File: src/rtl/crfa_pkg.sv
// Shared constants, widths and the arctangent table of the fixed-angle CORDIC rotator.
package crfa_pkg;

    localparam int ITERATIONS_DEF = 30;
    localparam int DATA_WIDTH_DEF = 32;

    localparam int IN_W       = 30;
    localparam int ANGLE_W    = 32;
    localparam int OUT_W      = 31;
    localparam int S_TDATA_W  = 96;
    localparam int M_TDATA_W  = 64;
    localparam int ATAN_IDX_W = 5;
    localparam int GAIN_W     = 31;

    // Gain correction 0.6072529350 as unsigned Q0.31.
    localparam logic [GAIN_W-1:0] GAIN_Q031 = 31'h4DBA76D4;

    // atan(2^-i) scaled so that 2^29 is pi/4.
    function automatic logic [ANGLE_W-1:0] atan_step(input logic [ATAN_IDX_W-1:0] idx);
        logic [ANGLE_W-1:0] v;
        case (idx)
            5'd0:    v = 32'h20000000;
            5'd1:    v = 32'h12E4051D;
            5'd2:    v = 32'h09FB385B;
            5'd3:    v = 32'h051111D4;
            5'd4:    v = 32'h028B0D43;
            5'd5:    v = 32'h0145D7E1;
            5'd6:    v = 32'h00A2F61E;
            5'd7:    v = 32'h00517C55;
            5'd8:    v = 32'h0028BE53;
            5'd9:    v = 32'h00145F2E;
            5'd10:   v = 32'h000A2F98;
            5'd11:   v = 32'h000517CC;
            5'd12:   v = 32'h00028BE6;
            5'd13:   v = 32'h000145F3;
            5'd14:   v = 32'h0000A2F9;
            5'd15:   v = 32'h0000517C;
            5'd16:   v = 32'h000028BE;
            5'd17:   v = 32'h0000145F;
            5'd18:   v = 32'h00000A2F;
            5'd19:   v = 32'h00000517;
            5'd20:   v = 32'h0000028B;
            5'd21:   v = 32'h00000145;
            5'd22:   v = 32'h000000A2;
            5'd23:   v = 32'h00000051;
            5'd24:   v = 32'h00000028;
            5'd25:   v = 32'h00000014;
            5'd26:   v = 32'h0000000A;
            5'd27:   v = 32'h00000005;
            5'd28:   v = 32'h00000002;
            5'd29:   v = 32'h00000001;
            default: v = 32'h00000000;
        endcase
        return v;
    endfunction

endpackage

File: src/rtl/cordic_rotate_fixed_angle.sv
// Top level of the fixed-angle CORDIC rotator: sequencer, shared rotator and gain unit.
//
// The s_ channel takes one request: x_value, y_value (30-bit signed) and turn_angle
// (32-bit binary angle, 2^32 is one turn). The m_ channel returns one result per
// request: x_rotated and y_rotated, 31-bit signed, gain-corrected and truncated
// toward zero.
// A request is taken only while s_tready is high. One micro-rotation runs per cycle
// on the shared rotator, ITERATIONS of them in all, then the single gain multiplier
// handles x and then y, and a final store step writes the output register.
// s_tready returns in the same cycle as m_tvalid rises, so no new request is taken
// while a request is being computed.
// The output register holds a finished result while the next request is computed.
// If the receiver is still stalling when the next result is done, the sequencer
// waits in its store step and takes no new request until the register frees up.
// A synchronous active-low reset returns the sequencer to idle and clears m_tvalid.
module cordic_rotate_fixed_angle #(
    parameter int ITERATIONS = crfa_pkg::ITERATIONS_DEF,
    parameter int DATA_WIDTH = crfa_pkg::DATA_WIDTH_DEF
) (
    input  logic                             aclk,
    input  logic                             aresetn,
    input  logic                             s_tvalid,
    output logic                             s_tready,
    // s_tdata from bit 0: x_value[29:0], y_value[59:30], turn_angle[91:60], zero fill.
    input  logic [crfa_pkg::S_TDATA_W-1:0]   s_tdata,
    output logic                             m_tvalid,
    input  logic                             m_tready,
    // m_tdata from bit 0: x_rotated[30:0], y_rotated[61:31], zero fill.
    output logic [crfa_pkg::M_TDATA_W-1:0]   m_tdata
);

    localparam int ITER_W = $clog2(ITERATIONS);
    localparam int IW     = crfa_pkg::IN_W;
    localparam int AW     = crfa_pkg::ANGLE_W;
    localparam int OW     = crfa_pkg::OUT_W;

    localparam logic [2:0] ST_IDLE   = 3'd0;
    localparam logic [2:0] ST_ITER   = 3'd1;
    localparam logic [2:0] ST_GAIN_X = 3'd2;
    localparam logic [2:0] ST_GAIN_Y = 3'd3;
    localparam logic [2:0] ST_STORE  = 3'd4;

    logic [2:0]                  state_reg, state_next;
    logic [ITER_W-1:0]           iter_reg;
    logic signed [DATA_WIDTH-1:0] x_reg, y_reg;
    logic signed [AW-1:0]        err_reg;
    logic                        fold_reg;
    logic [OW-1:0]               x_out_reg;
    logic                        m_tvalid_reg;
    logic [crfa_pkg::M_TDATA_W-1:0] m_tdata_reg;

    logic signed [DATA_WIDTH-1:0] x_rot, y_rot;
    logic signed [AW-1:0]        err_rot;
    logic [IW-1:0]               in_x, in_y;
    logic [AW-1:0]               in_ang;
    logic [AW-1:0]               x_ext, y_ext;
    logic                        in_fold;
    logic                        s_accept, out_free, gain_en;
    logic signed [DATA_WIDTH-1:0] gain_value;
    logic [DATA_WIDTH-1:0]       gain_mag;
    logic                        gain_neg;
    logic [AW-1:0]               mag_ext, signed_res;

    assign in_x    = s_tdata[IW-1:0];
    assign in_y    = s_tdata[2*IW-1:IW];
    assign in_ang  = s_tdata[2*IW+AW-1:2*IW];
    assign x_ext   = {{(AW-IW){in_x[IW-1]}}, in_x};
    assign y_ext   = {{(AW-IW){in_y[IW-1]}}, in_y};
    assign in_fold = in_ang[AW-1] ^ in_ang[AW-2];

    assign s_tready = (state_reg == ST_IDLE);
    assign s_accept = s_tvalid && s_tready;
    assign out_free = !m_tvalid_reg || m_tready;
    assign m_tvalid = m_tvalid_reg;
    assign m_tdata  = m_tdata_reg;

    crfa_rotator #(
        .DATA_WIDTH (DATA_WIDTH)
    ) u_rotator (
        .x_in    (x_reg),
        .y_in    (y_reg),
        .err_in  (err_reg),
        .step    (crfa_pkg::ATAN_IDX_W'(iter_reg)),
        .x_out   (x_rot),
        .y_out   (y_rot),
        .err_out (err_rot)
    );

    assign gain_en    = (state_reg == ST_GAIN_X) || (state_reg == ST_GAIN_Y);
    assign gain_value = (state_reg == ST_GAIN_X) ? x_reg : y_reg;

    crfa_gain #(
        .DATA_WIDTH (DATA_WIDTH)
    ) u_gain (
        .aclk    (aclk),
        .en      (gain_en),
        .value   (gain_value),
        .fold    (fold_reg),
        .mag_reg (gain_mag),
        .neg_reg (gain_neg)
    );

    // Sign of the folded and gain-corrected value, cut to the output width.
    assign mag_ext    = AW'(gain_mag);
    assign signed_res = gain_neg ? (-mag_ext) : mag_ext;

    always_comb begin
        state_next = state_reg;
        case (state_reg)
            ST_IDLE: begin
                if (s_accept) begin
                    state_next = ST_ITER;
                end
            end
            ST_ITER: begin
                if (iter_reg == ITER_W'(ITERATIONS - 1)) begin
                    state_next = ST_GAIN_X;
                end
            end
            ST_GAIN_X: state_next = ST_GAIN_Y;
            ST_GAIN_Y: state_next = ST_STORE;
            ST_STORE: begin
                if (out_free) begin
                    state_next = ST_IDLE;
                end
            end
            default: state_next = ST_IDLE;
        endcase
    end

    always_ff @(posedge aclk) begin
        if (!aresetn) begin
            state_reg    <= ST_IDLE;
            m_tvalid_reg <= 1'b0;
            iter_reg     <= '0;
        end else begin
            state_reg <= state_next;
            if (state_reg == ST_STORE && out_free) begin
                m_tvalid_reg <= 1'b1;
            end else if (m_tready) begin
                m_tvalid_reg <= 1'b0;
            end
            if (s_accept) begin
                iter_reg <= '0;
            end else if (state_reg == ST_ITER) begin
                iter_reg <= iter_reg + 1'b1;
            end
        end
    end

    always_ff @(posedge aclk) begin
        if (s_accept) begin
            x_reg    <= signed'(x_ext[DATA_WIDTH-1:0]);
            y_reg    <= signed'(y_ext[DATA_WIDTH-1:0]);
            // Second and third quadrants are moved by pi through the top bit.
            err_reg  <= signed'({in_ang[AW-1] ^ in_fold, in_ang[AW-2:0]});
            fold_reg <= in_fold;
        end else if (state_reg == ST_ITER) begin
            x_reg   <= x_rot;
            y_reg   <= y_rot;
            err_reg <= err_rot;
        end
        if (state_reg == ST_GAIN_Y) begin
            x_out_reg <= signed_res[OW-1:0];
        end
        if (state_reg == ST_STORE && out_free) begin
            m_tdata_reg <= {{(crfa_pkg::M_TDATA_W-2*OW){1'b0}}, signed_res[OW-1:0], x_out_reg};
        end
    end

endmodule

File: src/rtl/crfa_rotator.sv
// One CORDIC micro-rotation: shift-add on x and y, residual angle update.
module crfa_rotator #(
    parameter int DATA_WIDTH = crfa_pkg::DATA_WIDTH_DEF
) (
    input  logic signed [DATA_WIDTH-1:0]        x_in,
    input  logic signed [DATA_WIDTH-1:0]        y_in,
    input  logic signed [crfa_pkg::ANGLE_W-1:0] err_in,
    input  logic [crfa_pkg::ATAN_IDX_W-1:0]     step,
    output logic signed [DATA_WIDTH-1:0]        x_out,
    output logic signed [DATA_WIDTH-1:0]        y_out,
    output logic signed [crfa_pkg::ANGLE_W-1:0] err_out
);

    logic signed [DATA_WIDTH-1:0]        x_sh;
    logic signed [DATA_WIDTH-1:0]        y_sh;
    logic signed [crfa_pkg::ANGLE_W-1:0] angle;
    logic                                rot_pos;

    assign x_sh    = x_in >>> step;
    assign y_sh    = y_in >>> step;
    assign angle   = signed'(crfa_pkg::atan_step(step));
    assign rot_pos = !err_in[crfa_pkg::ANGLE_W-1];

    always_comb begin
        if (rot_pos) begin
            x_out   = x_in - y_sh;
            y_out   = y_in + x_sh;
            err_out = err_in - angle;
        end else begin
            x_out   = x_in + y_sh;
            y_out   = y_in - x_sh;
            err_out = err_in + angle;
        end
    end

endmodule

File: src/rtl/crfa_gain.sv
// Gain correction unit: magnitude times the Q0.31 gain, registered with the result sign.
module crfa_gain #(
    parameter int DATA_WIDTH = crfa_pkg::DATA_WIDTH_DEF
) (
    input  logic                         aclk,
    input  logic                         en,
    input  logic signed [DATA_WIDTH-1:0] value,
    input  logic                         fold,
    output logic [DATA_WIDTH-1:0]        mag_reg,
    output logic                         neg_reg
);

    localparam int PROD_W = DATA_WIDTH + crfa_pkg::GAIN_W;

    logic [DATA_WIDTH-1:0] mag;
    logic [PROD_W-1:0]     prod;

    // The most negative value wraps to its own magnitude as an unsigned number.
    assign mag  = value[DATA_WIDTH-1] ? unsigned'(-value) : unsigned'(value);
    assign prod = PROD_W'(mag) * PROD_W'(crfa_pkg::GAIN_Q031);

    always_ff @(posedge aclk) begin
        if (en) begin
            mag_reg <= prod[PROD_W-1:crfa_pkg::GAIN_W];
            neg_reg <= value[DATA_WIDTH-1] ^ fold;
        end
    end

endmodule

File: config.mk
export PLATFORM = sky130hd
export DESIGN_NAME = cordic_rotate_fixed_angle
export DESIGN_NICKNAME = d
export VERILOG_FILES = /design/src/rtl/crfa_pkg.sv /design/src/rtl/cordic_rotate_fixed_angle.sv /design/src/rtl/crfa_rotator.sv /design/src/rtl/crfa_gain.sv
export SDC_FILE = /design/constraint.sdc
export NUM_CORES = 2
export LEC_CHECK = 0
export ABC_CLOCK_PERIOD_IN_PS = 16149
export BUFFER_PORTS_ARGS = -buffer_cell sky130_fd_sc_hd__buf_2
export CAP_MARGIN = 20
export CORE_MARGIN = 1.5
export CORE_UTILIZATION = 25
export DETAILED_ROUTE_END_ITERATION = 8
export PLACE_DENSITY = 0.5
export SYNTH_ARGS = -nofsm -noshare
export SYNTH_HDL_FRONTEND = slang
export SYNTH_HIERARCHICAL = 1
export SYNTH_SLANG_ARGS = --single-unit
File: constraint.sdc
create_clock -name aclk -period 16.15 [get_ports aclk]
set_clock_uncertainty 0.15 [all_clocks]
set_input_delay 3.23 -clock aclk [delete_from_list [all_inputs] [get_ports aclk]]
set_output_delay 3.23 -clock aclk [all_outputs]
set_load 0.01 [all_outputs]
==> impl_metrics.yaml <==
floorplanning:
  fp.coreArea_um2: 160000
  initial_utilization_pct: 25.2
  fp.dieArea_um2: 164000
  rows: 147
  die_w_um: 405
  die_h_um: 405
  io_pins: 166
layout:
  area_growth_syn_to_layout_pct: 10.9
  largest_reg_flops: 62
  fin_area_um2: 44700
  drive_above_1_share_pct: 11.4
  final_nets: 5325
  fin_util_pct: 27.9
sta:
  period_share_pct: 75.5
  relSlewSlack_pct: 26.4
  max_slew.worst_pin.slew_ns: 1.10
  setup_violations: 0
  period_needed_ns: 12.20
  slew_viol_final: 0
  clock.fmax_ghz: 0.0820
  hold_violations: 0
  rsz0062_at_grt: "false"
  setup_tns_ns: 0
setup_path:
  slowest_delay_ns: 0.79
  worstPathRequired_ns: 16.38
  worstPathArrival_ns: 12.42
  path_delay_family: "adder cells"
  critPathSlowestCell: "xor2_1"
  critPathCaptureType: "flip-flop"
  path_buf_inv: 8
  reg2regPathDepth: 35
  reg2reg_from: "state_reg[1]"
  startpoint_type: "flip-flop"
  regToRegEndpoint: "u_gain/mag_reg[25]"
  path_max_fanout: 32
  worstSetupPathType: "flip-flop to flip-flop"
  ff2ff_setup_slack_ns: 3.95
routing:
  drcViolationCount: 0
  drt-pass1-iter-count: 5
  wl_mm: 129
  post_drt_wl_per_cell_um: 19.9
  vias_per_cell: 4.79
  via_count: 31100
  postRouteAntennaNets: 0
  first_iter_violations: 2409
clock_tree:
  cts_buffers: 31
  clk_latency_ns: 0.66
  clkSinkCount: 231
  post_cts.repair.setup_buffers: 0
  cts_tree: "done"
  cts_resized: 0
  cts_htree_levels: 1
  hold_buffers: 0
  cts-root-buf: "clkbuf_16"
  clk_pin_slew_ns: 0.07
  cts_buffer_depth: 3
global_routing:
  grt_pass1_vias: 32200
  grt_max_degree: 98
  grt_util_all_layers_pct: 15.8
  antenna_found_initial: 12
  grt_overflow: 0
  grt_pass1_wl_mm: 199
logic_synthesis:
  mappedNetlistArea_um2: 40400
  netlist_instances: 4199
  ys_warn_count: 6
  avgSynthCellArea_um2: 9.61
worst_hold_path:
  hp-class: "flip-flop to flip-flop"
  hp-start: "x_out_reg[24]"
  hold_depth: 0
  hold-path-endpoint: "m_tdata[24]"
run_status:
  status: "finished, final reports clean"
run:
  max_cap_viol_count: 0
placement:
  dp_hpwl_mm: 106
  placed_area_um2: 43500
  port-buffer-count: 159
  place_congestion: 0.956
-- cell type report --
type | instances | area, µm²
fill | 17300 | 116000
inverter | 731 | 2750
clock inverter | 25 | 367
timing repair buffer | 216 | 1250
tap | 2160 | 2700
sequential | 231 | 6860
antenna | 3 | 7.51
clock buffer | 33 | 803
multi-input combinational | 3089 | 30000
-- worst register-to-register path, delay by kind of cell, from the launching register on --
kind,cells,cell delay (ns)
adder cells (fa/ha/maj),9,4.22
AND/OR/NAND/NOR,9,2.70
AO/OA/AOI/OAI,6,1.70
buffers and inverters,8,1.27
XOR/XNOR,2,0.95
multiplexers,1,0.48
flip-flops,1,0.46
-- through the flow --
step | std cells | hold slack [ns] | setup WS, ns
after floorplan | 4200 | 0.250 | 3.94
after global placement | 6423 | 0.251 | 4.16
after detailed placement | 6424 | 0.255 | 4.11
after CTS | 6482 | 0.265 | 4.07
after global routing | 6486 | 0.266 | 3.40
final | 6488 | 0.264 | 3.95
-- routing by layer --
metal / routed length (µm) / share of wire, % / track usage [%]
met1: 58500 / 45 / 21.5
met2: 60300 / 47 / 26.1
met3: 6960 / 5.4 / 2.42
met4: 3620 / 2.8 / 4.12
met5: 0 / 0 / 0.0297
-- how the worst max path moves through the flow --
| stage | startpoint | to | cells after the start |
|---|---|---|---|
| 2_1_floorplan | state_reg[1] | u_gain/mag_reg[29] | 35 |
| 3_3_place_gp | state_reg[1] | u_gain/mag_reg[25] | 35 |
| 3_5_place_dp | state_reg[1] | u_gain/mag_reg[25] | 35 |
| 4_1_cts | state_reg[1] | u_gain/mag_reg[25] | 35 |
| 5_1_grt | state_reg[1] | u_gain/mag_reg[25] | 35 |
| 6_report | state_reg[1] | u_gain/mag_reg[25] | 35 |
-- placed cells by master (no fill, tap or decap), types with 47 or more instances in the layout --
cell	n
mux4_2	95
nand2_1	458
fa_1	449
a21o_1	65
a31oi_1	47
buf_4	55
nor2_1	162
inv_1	722
a21oi_1	230
nand3_1	54
xnor2_1	170
xor2_1	100
buf_2	159
ha_1	476
o21ai_0	112
mux2i_1	59
edfxtp_1	222
mux2_2	48
Power is left out: the tool's default activity adds up to more than one toggle a clock period on the data nets, which glitch-free logic cannot reach.
